===== src/hw/rtl/fprs_pkg.sv =====
// Package with the sizes, word types and codes of the scheduler core.
`default_nettype none

package fprs_pkg;

  localparam int NUM_TASKS = 32;
  localparam int SLOT_BITS = $clog2(NUM_TASKS);
  localparam int RANK_BITS = SLOT_BITS;
  localparam int CNT_BITS  = SLOT_BITS + 1;
  localparam int TIME_BITS = 13;
  localparam int PRIO_BITS = 8;

  typedef enum logic [1:0] {
    CMD_CLEAR = 2'd0,
    CMD_LOAD  = 2'd1,
    CMD_TICK  = 2'd2
  } cmd_t;

  typedef enum logic [2:0] {
    ST_IDLE,
    ST_FLUSH,
    ST_RANK_RD,
    ST_RANK_GAP,
    ST_SCAN,
    ST_FINISH,
    ST_EMIT
  } state_t;

  typedef struct packed {
    logic [1:0]           cmd;
    logic [SLOT_BITS-1:0] task_slot;
    logic [TIME_BITS-1:0] compute_units;
    logic [TIME_BITS-1:0] release_time;
    logic [PRIO_BITS-1:0] prio_value;
    logic                 policy_rr;
  } req_t;

  typedef struct packed {
    logic                 ran_valid;
    logic [SLOT_BITS-1:0] ran_slot;
    logic                 finished;
    logic                 all_done;
    logic [TIME_BITS-1:0] now_tick;
  } rsp_t;

  // One task table entry as it sits in the task memory.
  typedef struct packed {
    logic [TIME_BITS-1:0] remaining;
    logic [TIME_BITS-1:0] rel_time;
    logic [PRIO_BITS-1:0] prio;
    logic                 policy;
  } task_entry_t;

  // Candidate or current winner of the selection pass.
  typedef struct packed {
    logic                 vld;
    logic [SLOT_BITS-1:0] slot;
    logic [RANK_BITS-1:0] rank;
    task_entry_t          entry;
  } pick_t;

  // Slot whose memory read data is present this cycle.
  typedef struct packed {
    logic                 vld;
    logic [SLOT_BITS-1:0] idx;
    logic                 last;
  } sweep_t;

  // Rank correction still owed to the stored queue ranks.
  typedef struct packed {
    logic                 vld;
    logic [RANK_BITS-1:0] gap_rank;
    logic                 requeue;
    logic [SLOT_BITS-1:0] self_slot;
    logic [RANK_BITS-1:0] new_rank;
  } gap_fix_t;

endpackage

`default_nettype wire


===== src/hw/rtl/fprs_ram.sv =====
// Generic single-write, single-read synchronous RAM with registered read data.
`default_nettype none

module fprs_ram #(
  parameter int WIDTH = 8,
  parameter int DEPTH = 32
) (
  input  wire logic                     clk,
  input  wire logic                     we,
  input  wire logic [$clog2(DEPTH)-1:0] waddr,
  input  wire logic [WIDTH-1:0]         wdata,
  input  wire logic                     re,
  input  wire logic [$clog2(DEPTH)-1:0] raddr,
  output logic      [WIDTH-1:0]         rdata
);

  logic [WIDTH-1:0] mem [DEPTH];

  always_ff @(posedge clk) begin
    if (we) begin
      mem[waddr] <= wdata;
    end
    if (re) begin
      rdata <= mem[raddr];
    end
  end

endmodule

`default_nettype wire


===== src/hw/rtl/fprs_sweep.sv =====
// Slot sweep counter: issues one memory address a cycle and tracks the returning slot.
`default_nettype none

module fprs_sweep import fprs_pkg::*; (
  input  wire logic                 clk,
  input  wire logic                 rst,
  input  wire logic                 start,
  output logic                      rd_en,
  output logic      [SLOT_BITS-1:0] rd_addr,
  output sweep_t                    hit
);

  localparam logic [SLOT_BITS-1:0] LAST_SLOT = SLOT_BITS'(NUM_TASKS - 1);

  logic                 on;
  logic [SLOT_BITS-1:0] idx;

  assign rd_en   = on;
  assign rd_addr = idx;

  always_ff @(posedge clk) begin
    // The read data that returns next cycle belongs to the slot issued now.
    hit.idx  <= idx;
    hit.last <= (idx == LAST_SLOT);
    if (rst) begin
      on      <= 1'b0;
      idx     <= '0;
      hit.vld <= 1'b0;
    end else begin
      hit.vld <= on;
      if (start) begin
        on  <= 1'b1;
        idx <= '0;
      end else if (on) begin
        if (idx == LAST_SLOT) begin
          on <= 1'b0;
        end
        idx <= idx + 1'b1;
      end
    end
  end

endmodule

`default_nettype wire


===== src/hw/rtl/fprs_pick.sv =====
// Selection unit: keeps the best ready task seen so far in the current pass.
`default_nettype none

module fprs_pick import fprs_pkg::*; (
  input  wire logic  clk,
  input  wire logic  rst,
  input  wire logic  start,
  input  wire pick_t cand,
  output pick_t      best
);

  logic take;

  // Lower priority value wins; on equal priority the earlier queue rank wins.
  assign take = cand.vld &&
                (!best.vld ||
                 (cand.entry.prio < best.entry.prio) ||
                 ((cand.entry.prio == best.entry.prio) && (cand.rank < best.rank)));

  always_ff @(posedge clk) begin
    if (rst) begin
      best.vld <= 1'b0;
    end else if (start) begin
      best.vld <= 1'b0;
    end else if (take) begin
      best <= cand;
    end
  end

endmodule

`default_nettype wire


===== src/hw/rtl/fixed_priority_fifo_rr_scheduler_core.sv =====
// Top level of the fixed-priority FIFO / round-robin task scheduler core.
//
//   channel | signals                    | word  | direction
//   --------+----------------------------+-------+----------
//   request | req_valid, req_ready, req  | req_t | in
//   result  | rsp_valid, rsp_ready, rsp  | rsp_t | out
//
// A tick word runs a sweep of all 32 slots through the task and rank memories (one
// slot a cycle, registered read data), then updates the winner in ST_FINISH and
// posts the result in ST_EMIT. Clear, plain load and unknown words go straight to
// ST_EMIT. A load that hits a ready slot passes through ST_RANK_RD and ST_RANK_GAP,
// after a flush sweep in ST_FLUSH when an earlier rank correction must be swept out.
// Reset is synchronous on rst; it clears the live and ready bits, the ready count,
// time and the handshake state; the memories need no clearing pass.
// A stalled result waits in the output register; the next word is accepted as soon
// as the result has been posted there, and the posting waits only for a free register.
`default_nettype none

module fixed_priority_fifo_rr_scheduler_core import fprs_pkg::*; (
  input  wire logic clk,
  input  wire logic rst,
  input  wire logic req_valid,
  output logic      req_ready,
  input  wire req_t req,
  output logic      rsp_valid,
  input  wire logic rsp_ready,
  output rsp_t      rsp
);

  localparam logic [TIME_BITS-1:0] TIME_MAX = {TIME_BITS{1'b1}};

  // Control state.
  state_t               state, state_next;
  logic [NUM_TASKS-1:0] live, live_next;
  logic [NUM_TASKS-1:0] ready, ready_next;
  logic [CNT_BITS-1:0]  ready_count, ready_count_next;
  logic [TIME_BITS-1:0] cur_time, cur_time_next;
  gap_fix_t             pend, pend_next;
  logic                 rsp_valid_next;

  // Payload state.
  req_t held, held_next;
  rsp_t res, res_next;
  rsp_t rsp_next;

  // Memory ports.
  logic                 task_we, task_re;
  logic [SLOT_BITS-1:0] task_waddr;
  task_entry_t          task_wdata, task_rdata;
  logic                 rank_we, rank_re;
  logic [SLOT_BITS-1:0] rank_waddr, rank_raddr;
  logic [RANK_BITS-1:0] rank_wdata, rank_rdata;

  // Sweep and selection.
  logic                 sweep_start;
  logic                 sw_rd_en;
  logic [SLOT_BITS-1:0] sw_rd_addr;
  sweep_t               sw_hit;
  logic                 pick_start;
  pick_t                cand;
  pick_t                best;

  // Per-slot values of the scan.
  logic                 arrive;
  logic [RANK_BITS-1:0] scan_rank;
  logic [TIME_BITS-1:0] rem_new;

  // Apply the rank correction left by the last removal from the ready order.
  // Ranks behind the gap move up by one; a round-robin task that was requeued
  // takes its place at the tail.
  function automatic logic [RANK_BITS-1:0] fix_rank(
    input gap_fix_t             g,
    input logic [SLOT_BITS-1:0] slot,
    input logic [RANK_BITS-1:0] q
  );
    logic [RANK_BITS-1:0] r;
    r = q;
    if (g.vld) begin
      if (g.requeue && (slot == g.self_slot)) begin
        r = g.new_rank;
      end else if (q > g.gap_rank) begin
        r = q - 1'b1;
      end
    end
    return r;
  endfunction

  // Task table: computation left, release time, priority and policy per slot.
  fprs_ram #(
    .WIDTH ($bits(task_entry_t)),
    .DEPTH (NUM_TASKS)
  ) u_task_ram (
    .clk   (clk),
    .we    (task_we),
    .waddr (task_waddr),
    .wdata (task_wdata),
    .re    (task_re),
    .raddr (sw_rd_addr),
    .rdata (task_rdata)
  );

  // Queue rank of each ready slot. The stored values may lag by one pending
  // correction, which every read applies on the way out.
  fprs_ram #(
    .WIDTH (RANK_BITS),
    .DEPTH (NUM_TASKS)
  ) u_rank_ram (
    .clk   (clk),
    .we    (rank_we),
    .waddr (rank_waddr),
    .wdata (rank_wdata),
    .re    (rank_re),
    .raddr (rank_raddr),
    .rdata (rank_rdata)
  );

  fprs_sweep u_sweep (
    .clk     (clk),
    .rst     (rst),
    .start   (sweep_start),
    .rd_en   (sw_rd_en),
    .rd_addr (sw_rd_addr),
    .hit     (sw_hit)
  );

  fprs_pick u_pick (
    .clk   (clk),
    .rst   (rst),
    .start (pick_start),
    .cand  (cand),
    .best  (best)
  );

  assign req_ready  = (state == ST_IDLE);
  assign task_re    = sw_rd_en && (state == ST_SCAN);
  assign rank_re    = sw_rd_en || (state == ST_RANK_RD);
  assign rank_raddr = (state == ST_RANK_RD) ? held.task_slot : sw_rd_addr;

  // A waiting task arrives when it is live, not yet ready and its release has come.
  // An arrival takes the next rank at the tail of the ready order.
  assign arrive    = live[sw_hit.idx] && !ready[sw_hit.idx] &&
                     (task_rdata.rel_time <= cur_time);
  assign scan_rank = arrive ? ready_count[RANK_BITS-1:0]
                            : fix_rank(pend, sw_hit.idx, rank_rdata);
  assign rem_new   = best.entry.remaining - 1'b1;

  always_comb begin
    state_next       = state;
    live_next        = live;
    ready_next       = ready;
    ready_count_next = ready_count;
    cur_time_next    = cur_time;
    pend_next        = pend;
    held_next        = held;
    res_next         = res;
    rsp_valid_next   = rsp_valid;
    rsp_next         = rsp;

    task_we     = 1'b0;
    task_waddr  = held.task_slot;
    task_wdata  = best.entry;
    rank_we     = 1'b0;
    rank_waddr  = sw_hit.idx;
    rank_wdata  = scan_rank;
    sweep_start = 1'b0;
    pick_start  = 1'b0;
    cand        = '0;

    if (rsp_valid && rsp_ready) begin
      rsp_valid_next = 1'b0;
    end

    unique case (state)
      ST_IDLE: begin
        if (req_valid) begin
          held_next          = req;
          res_next           = '0;
          res_next.now_tick  = cur_time;
          unique case (req.cmd)
            CMD_CLEAR: begin
              live_next         = '0;
              ready_next        = '0;
              ready_count_next  = '0;
              cur_time_next     = '0;
              pend_next.vld     = 1'b0;
              res_next.now_tick = '0;
              state_next        = ST_EMIT;
            end
            CMD_LOAD: begin
              task_we                  = 1'b1;
              task_waddr               = req.task_slot;
              task_wdata.remaining     = req.compute_units;
              task_wdata.rel_time      = req.release_time;
              task_wdata.prio          = req.prio_value;
              task_wdata.policy        = req.policy_rr;
              live_next[req.task_slot] = (req.compute_units != '0);
              // A reload of a ready slot takes it out of the ready order. Its rank
              // is read once any older correction has been swept into memory.
              if (ready[req.task_slot]) begin
                if (pend.vld) begin
                  sweep_start = 1'b1;
                  state_next  = ST_FLUSH;
                end else begin
                  state_next  = ST_RANK_RD;
                end
              end else begin
                state_next = ST_EMIT;
              end
            end
            CMD_TICK: begin
              sweep_start = 1'b1;
              pick_start  = 1'b1;
              state_next  = ST_SCAN;
            end
            default: begin
              state_next = ST_EMIT;
            end
          endcase
        end
      end

      ST_FLUSH: begin
        if (sw_hit.vld && ready[sw_hit.idx]) begin
          rank_we    = 1'b1;
          rank_wdata = fix_rank(pend, sw_hit.idx, rank_rdata);
        end
        if (sw_hit.vld && sw_hit.last) begin
          pend_next.vld = 1'b0;
          state_next    = ST_RANK_RD;
        end
      end

      ST_RANK_RD: begin
        state_next = ST_RANK_GAP;
      end

      ST_RANK_GAP: begin
        pend_next.vld             = 1'b1;
        pend_next.gap_rank        = rank_rdata;
        pend_next.requeue         = 1'b0;
        pend_next.self_slot       = held.task_slot;
        pend_next.new_rank        = '0;
        ready_next[held.task_slot] = 1'b0;
        ready_count_next          = ready_count - 1'b1;
        state_next                = ST_EMIT;
      end

      ST_SCAN: begin
        // Arrivals and selection share one pass; the rank of every ready or arriving slot
        // is written back corrected (an arrival takes the tail), so the pass also retires the pending fix.
        if (sw_hit.vld) begin
          cand.vld   = ready[sw_hit.idx] || arrive;
          cand.slot  = sw_hit.idx;
          cand.rank  = scan_rank;
          cand.entry = task_rdata;
          rank_we    = cand.vld;
          if (arrive) begin
            ready_next[sw_hit.idx] = 1'b1;
            ready_count_next       = ready_count + 1'b1;
          end
          if (sw_hit.last) begin
            state_next = ST_FINISH;
          end
        end
      end

      ST_FINISH: begin
        res_next.ran_valid = best.vld;
        res_next.ran_slot  = best.vld ? best.slot : '0;
        res_next.finished  = 1'b0;
        res_next.all_done  = 1'b0;
        res_next.now_tick  = cur_time;
        cur_time_next      = (cur_time == TIME_MAX) ? cur_time : cur_time + 1'b1;
        pend_next.vld      = 1'b0;
        if (best.vld) begin
          task_we              = 1'b1;
          task_waddr           = best.slot;
          task_wdata.remaining = rem_new;
          if (rem_new == '0) begin
            // The task is done: it leaves the table and the ready order.
            res_next.finished    = 1'b1;
            live_next[best.slot]  = 1'b0;
            ready_next[best.slot] = 1'b0;
            ready_count_next     = ready_count - 1'b1;
            pend_next.vld        = 1'b1;
            pend_next.gap_rank   = best.rank;
            pend_next.requeue    = 1'b0;
            pend_next.self_slot  = best.slot;
            pend_next.new_rank   = '0;
          end else if (best.entry.policy) begin
            // Round robin: the task moves to the tail; the count is unchanged.
            pend_next.vld       = 1'b1;
            pend_next.gap_rank  = best.rank;
            pend_next.requeue   = 1'b1;
            pend_next.self_slot = best.slot;
            pend_next.new_rank  = RANK_BITS'(ready_count - 1'b1);
          end
        end
        state_next = ST_EMIT;
      end

      ST_EMIT: begin
        if (!rsp_valid || rsp_ready) begin
          rsp_valid_next    = 1'b1;
          rsp_next          = res;
          rsp_next.all_done = ~|live;
          state_next        = ST_IDLE;
        end
      end

      default: begin
        state_next = ST_IDLE;
      end
    endcase
  end

  always_ff @(posedge clk) begin
    if (rst) begin
      state       <= ST_IDLE;
      live        <= '0;
      ready       <= '0;
      ready_count <= '0;
      cur_time    <= '0;
      pend        <= '0;
      rsp_valid   <= 1'b0;
    end else begin
      state       <= state_next;
      live        <= live_next;
      ready       <= ready_next;
      ready_count <= ready_count_next;
      cur_time    <= cur_time_next;
      pend        <= pend_next;
      rsp_valid   <= rsp_valid_next;
    end
  end

  always_ff @(posedge clk) begin
    held <= held_next;
    res  <= res_next;
    rsp  <= rsp_next;
  end

endmodule

`default_nettype wire


===== config.mk =====
export PLATFORM = sky130hd
export DESIGN_NAME = fixed_priority_fifo_rr_scheduler_core
export DESIGN_NICKNAME = d
export VERILOG_FILES = /design/src/hw/rtl/fprs_pkg.sv /design/src/hw/rtl/fprs_ram.sv /design/src/hw/rtl/fprs_sweep.sv /design/src/hw/rtl/fprs_pick.sv /design/src/hw/rtl/fixed_priority_fifo_rr_scheduler_core.sv
export SDC_FILE = /design/constraint.sdc
export NUM_CORES = 2
export LEC_CHECK = 0
export ABC_CLOCK_PERIOD_IN_PS = 9400
export BUFFER_PORTS_ARGS = -buffer_cell sky130_fd_sc_hd__buf_4
export CAP_MARGIN = 30
export CORE_ASPECT_RATIO = 0.9
export CORE_MARGIN = 4
export CORE_UTILIZATION = 45
export DETAILED_ROUTE_END_ITERATION = 7
export PLACE_DENSITY = 0.6
export SYNTH_ARGS = -nofsm -noshare
export SYNTH_HDL_FRONTEND = slang
export SYNTH_SLANG_ARGS = --single-unit

===== constraint.sdc =====
create_clock -name clk -period 9.4 [get_ports clk]
set_input_delay 0.47 -clock clk [delete_from_list [all_inputs] [get_ports clk]]
set_output_delay 0.47 -clock clk [all_outputs]
set_load 0.05 [all_outputs]

After elaboration in Yosys (flattened, before gate mapping)
Memory sizes are Yosys's and may differ from the RTL's. A register that Yosys moved wholly into a read port is not among the register bits. Cells that the tools add are included.

Flip-flop bits (word level): 209. Bits in writable memories: 1280. Input bits: 46. Output and inout bits: 23. Word-level logic and storage cells: 233. Memories: 2.

Memories: u_task_ram.mem (depth 32, width 35, rd ports 1, clocked after memory_dff 1, wr ports 1, RTL line fprs_ram.sv:17) `logic [WIDTH-1:0] mem [DEPTH];`; u_rank_ram.mem (depth 32, width 5, rd ports 1, clocked after memory_dff 1, wr ports 1, RTL line fprs_ram.sv:17).

Add/sub/neg operators: 6. Order comparisons: 12. Eq/ne operators: 24. Mux-type cells: 103. Bitwise gates (word level): 8. Reduce and logical (&&, ||, !) cells: 45.

Operators by type and width (number): two-way mux 32 bit (9); one-hot mux 32 bit (2 select lines) (2); one-hot mux 32 bit (4 select lines) (1); bitwise AND 32 bit (3); two-way mux 46 bit (2); two-way mux 35 bit (2); inverter 32 bit (2); two-way mux 5 bit (11); two-way mux 13 bit (4); one-hot mux 13 bit (2 select lines) (2); two-way mux 17 bit (3); one-hot mux 21 bit (2 select lines) (1); two-way mux 6 bit (6); two-way mux 1 bit (34); bitwise mux 32 bit (1); bitwise OR 32 bit (1); one-hot mux 16 bit (2 select lines) (1); OR reduction 32 bit (1); < comparator 5 x 6 -> 1 bit, second input constant (4); one-hot mux 6 bit (4 select lines) (1); two-way mux 22 bit (1); two-way mux 21 bit (1); demux 1 bit (select 5 bit) (4); >= comparator 5 x 1 -> 1 bit, second input constant (4); other kinds (47) (97).

Longest topological paths before layout
Depth in word-level cells: 13. Mapped depth: 18. Depth with buffers taken out: 16.

Modules after synthesis
From an unflattened synthesis, not the netlist that was laid out.

Cells, all modules: 4162. Area, all modules: 64230.4 um^2.

Modules (own cells, without submodules): fprs_ram (u_task_ram) (times used 1, cells each 2469, area each 44896.8 um^2, sequential area each 34683.3 um^2); fixed_priority_fifo_rr_scheduler_core (times used 1, cells each 1291, area each 10800.4 um^2, sequential area each 3443.3 um^2); fprs_ram (u_rank_ram) (times used 1, cells each 277, area each 6394.9 um^2, sequential area each 4954.8 um^2); fprs_pick (times used 1, cells each 90, area each 1696.6 um^2, sequential area each 1371.3 um^2); fprs_sweep (times used 1, cells each 35, area each 441.7 um^2, sequential area each 260.2 um^2).

Worst setup path after synthesis
Ideal clock, no wire load.

Path type: flip-flop to flip-flop. From: reg u_sweep.hit[2] (netlist bit). To: reg u_pick.best[0] (netlist name). Library setup time: 503 ps. Arrival: 7225 ps. Required time: 8897 ps. Slack: 1672 ps. Cell stages (with the launch flop): 15. Buffers on the path: 3. Clock period less this slack: 7728 ps. Path through: dfxtp_1 buf_2 buf_2 buf_4 mux4_2 a22oi_1 nand2_1 a211oi_2 o211ai_1 o21ai_0 and2_1 ha_1 o21ai_0 a21oi_1 nor3_1.

RTL lines: start, declared (RTL line fprs_sweep.sv:10) `output sweep_t hit`.

Worst setup path after layout
From: reg state[0]. To: mem u_task_ram.mem[29][17] (netlist bit), enable pin.

Word-level cells in the longest chain between the ends: 4. Elaborated cells on any way between the ends: 6. Those cells by class: eq/ne: 1; mux: 4; reduce/logical: 1.

RTL lines: start, declared (RTL line fixed_priority_fifo_rr_scheduler_core.sv:33) `state_t state, state_next;`; start signal, assigned (RTL line fixed_priority_fifo_rr_scheduler_core.sv:327) `state <= state_next;`; equality test 3 bit or logical NOT 3 bit (tied branches) (RTL line fixed_priority_fifo_rr_scheduler_core.sv:173) `unique case (state)`; one-hot mux 1 bit (2 select lines) (RTL line fixed_priority_fifo_rr_scheduler_core.sv:173); two-way mux 1 bit (RTL line fprs_ram.sv:20) `if (we) begin`; two-way mux 1 bit (implied by the code) (RTL line fprs_ram.sv:21) `mem[waddr] <= wdata;`; end, declared (RTL line fprs_ram.sv:17).

Parallel ways exist; a longest one is shown, timed or not.

==> out/summary.txt <==
synthesis-to-finish area growth = 13.8%
fillers = 11000
chip width = 400 um
largest net degree at the start of global routing = 149
TritonCTS buffer count = 155
Nets = 3680
GRT Total Usage = 23.2%
setup TNS = 0 ns
WL/cell = 30.5 um
Die Height = 361 um
Hold Crit Class = primary input to flip-flop
share of cells above drive strength 1 = 25.1%
sequential area share after synthesis = 71.7%
slowest cell on the critical path = nor2_4
flops & latches, synth = 1528
worst-margin pin slew = 1.15 ns
final WL = 169000 um
core footprint = 138000 sq um
leading area contributor after synthesis = edfxtp_1
Gates resized, CTS repair = 0
CTS sink count = 1528
H-tree depth = 4
outcome = complete, no violations
final std cells w/o fill = 5546
maximum root-to-sink buffer count = 3
Setup Buffers After CTS = 0
# port buffers = 68
worst setup path category = flip-flop to flip-flop
CP Capture Point = u_task_ram.mem[29][17]$_DFFE_PP_
area fraction of the dominant cell type after synthesis = 67.9%
initial antenna violation count = 7
Worst Setup SP = state[0]$_SDFFE_PP0P_
row cnt = 129
final hold violation count = 0
post-route ant nets = 0
CTS tree = done
Cell Pwr Density = 219 nW/um^2
Pwr Total = 15.6 mW
routability cong. = 0.921
Post-synth EDFFs = 1411
Leak = 22.4 nW
cell count after placement = 5268
# IOs = 69
final setup vio count = 0
top post-synthesis cells by area = edfxtp_1 (68%), mux4_2 (15%), dfxtp_1 (3.8%), nand2_1 (1.5%), clkbuf_1 (0.98%)
Vias = 34300
1st-iter DRT viols = 4315
list of most frequent post-synthesis cells = edfxtp_1 (1411), mux4_2 (406), nand2_1 (252)
relative max-transition margin = 23.6%
post-layout minimum cycle time = 5.47 ns
Initial DRT Pass Iterations = 6
full die area = 145000 sq um
Overflow after GRT = 0
Core Util, Final = 51.6%
Reg-to-Reg End = u_task_ram.mem[29][17]$_DFFE_PP_
cell count after synthesis = 3456
Synth cell types = 77
Startpoint Class = flip-flop
diode count = 0
most used cell, CP = nand2_1
Syn Std Cell Area = 62400 sq um
syn nets = 3543
vias in the first global route = 33300
# hold bufs at CTS = 0
Peak VDD IR = 0.000196 V
initial core utilization = 45.4%
CTS root buf = clkbuf_16
Critical Path AT = 5.87 ns
FMAX = 183 MHz
CP max stage delay = 0.87 ns
worst reg2reg setup slack = 3.93 ns
CP Capture Type = flip-flop
crit path cell chain = nor3_1 > and2_0 > nand2_1 > nand2_1 > o21ai_1 > a221o_1 > nand2b_1 > nor2_4 > buf_4
R2R Path Start = state[0]$_SDFFE_PP0P_
Worst Hold Slack = 0.0987 ns
RSZ-0062 raised after global routing = no
Max FO, Critical Path = 22
Worst-Skew Late Latency = 0.78 ns
first-pass GRT wire length = 245000 um
Clock Pin Slew Worst Setup and Hold Paths = 0.06 ns
# DRC = 0
CP Data Required Time = 9.81 ns
predominant post-synthesis flop cell = edfxtp_1
Yosys warnings = 0
routed vias/inst = 6.18
Post-DP HPWL = 104000 um
top-count cell post-synth = edfxtp_1
Slew Viols, Final = 0
Post-synth ARST share = 0%
Final Cycle Share = 58.2%
worst reg2reg path depth = 9
# Max-Cap Violations = 0
Max Clock Skew = 0.0256 ns
Avg Cell Area, Syn = 18.0 sq um
## metrics by stage
| step | instance area, sq um | setup WS [ns] |
|---|---|---|
| after global placement | 65400 | 4.02 |
| after detailed placement | 65900 | 4.02 |
| after global routing | 71000 | 3.64 |
| after floorplan | 62400 | 1.67 |
| final | 71000 | 3.93 |
| after CTS | 70900 | 3.99 |
## critical path: cells and delay by family (launching register included)
kind	cells	cell delay (ns)
buf+inv	1	0.54
simple gates	6	2.84
compound gates	2	0.83
flops	1	0.83
## layout by cell type (no fill, tap or decap), types with 39 or more instances in the layout
cell	instances
nand2_1	251
ha_1	41
a21oi_1	117
and3_1	52
nor2_1	108
nor3_1	52
dfxtp_1	111
buf_4	162
inv_1	53
edfxtp_1	1411
mux4_2	406
clkbuf_16	160
a22oi_1	51
mux2_2	39
o21ai_0	106
## layout make-up
type,count,area [sq um],share of cell area [%]
inverter,53,199,0.280
timing repair buffer,192,1790,2.52
tap,1834,2290,3.23
clock inverter,81,830,1.17
multi-input combinational,1663,17000,23.9
clock buffer,195,4170,5.87
sequential,1528,44700,63.0
## worst min path at each step
stage	endpoint	cells after the start	slack (ns)	from
after floorplan	u_sweep.hit[4]$_DFF_P_	0	0.35	u_sweep.rd_addr[3]$_SDFFE_PP0P_
after global placement	rsp[1]$_DFFE_PP_	0	0.40	res[1]$_DFFE_PP_
after detailed placement	rsp[17]$_DFFE_PP_	0	0.40	res[17]$_SDFFCE_PN0P_
after CTS	held[37]$_DFFE_PP_	1	0.03	req[37]
after global routing	held[37]$_DFFE_PP_	1	0.07	req[37]
final	held[37]$_DFFE_PP_	1	0.1	req[37]
## state kept, by name (all words and copies together) (netlist names), 7 cells and up
register and count:
cur_time 13, live 32, pend 17, ready 32, res 20, rsp 21
u_pick.best 46, u_rank_ram.mem 160, u_sweep.hit 7, u_task_ram.mem 1120, u_task_ram.rdata 35
## cell families after synthesis
group	synth area share, %
buffers and inverters	1.66
xor gates and xnor gates	0.169
AOI/OAI and AO/OA	4.33
DFF	71.7
adders and majority gates	0.823
muxes	15.8
and+or+nand+nor	5.57
## metal layers
layer / GRT usage [%] / vias to the layer above / share of wire [%]
met3: 4.28 / 234 / 8.4
li1: - / 14400 / -
met1: 35.5 / 18000 / 44
met5: 0 / - / 0
met4: 6.64 / 0 / 2.6
met2: 34.4 / 1672 / 45
## power by group
group / switching (mW) / internal, mW
Combinational: 1.07 / 0.557
Clock: 2.57 / 3.55
Sequential: 0.119 / 7.70
Power figures use the tool's default switching activity.
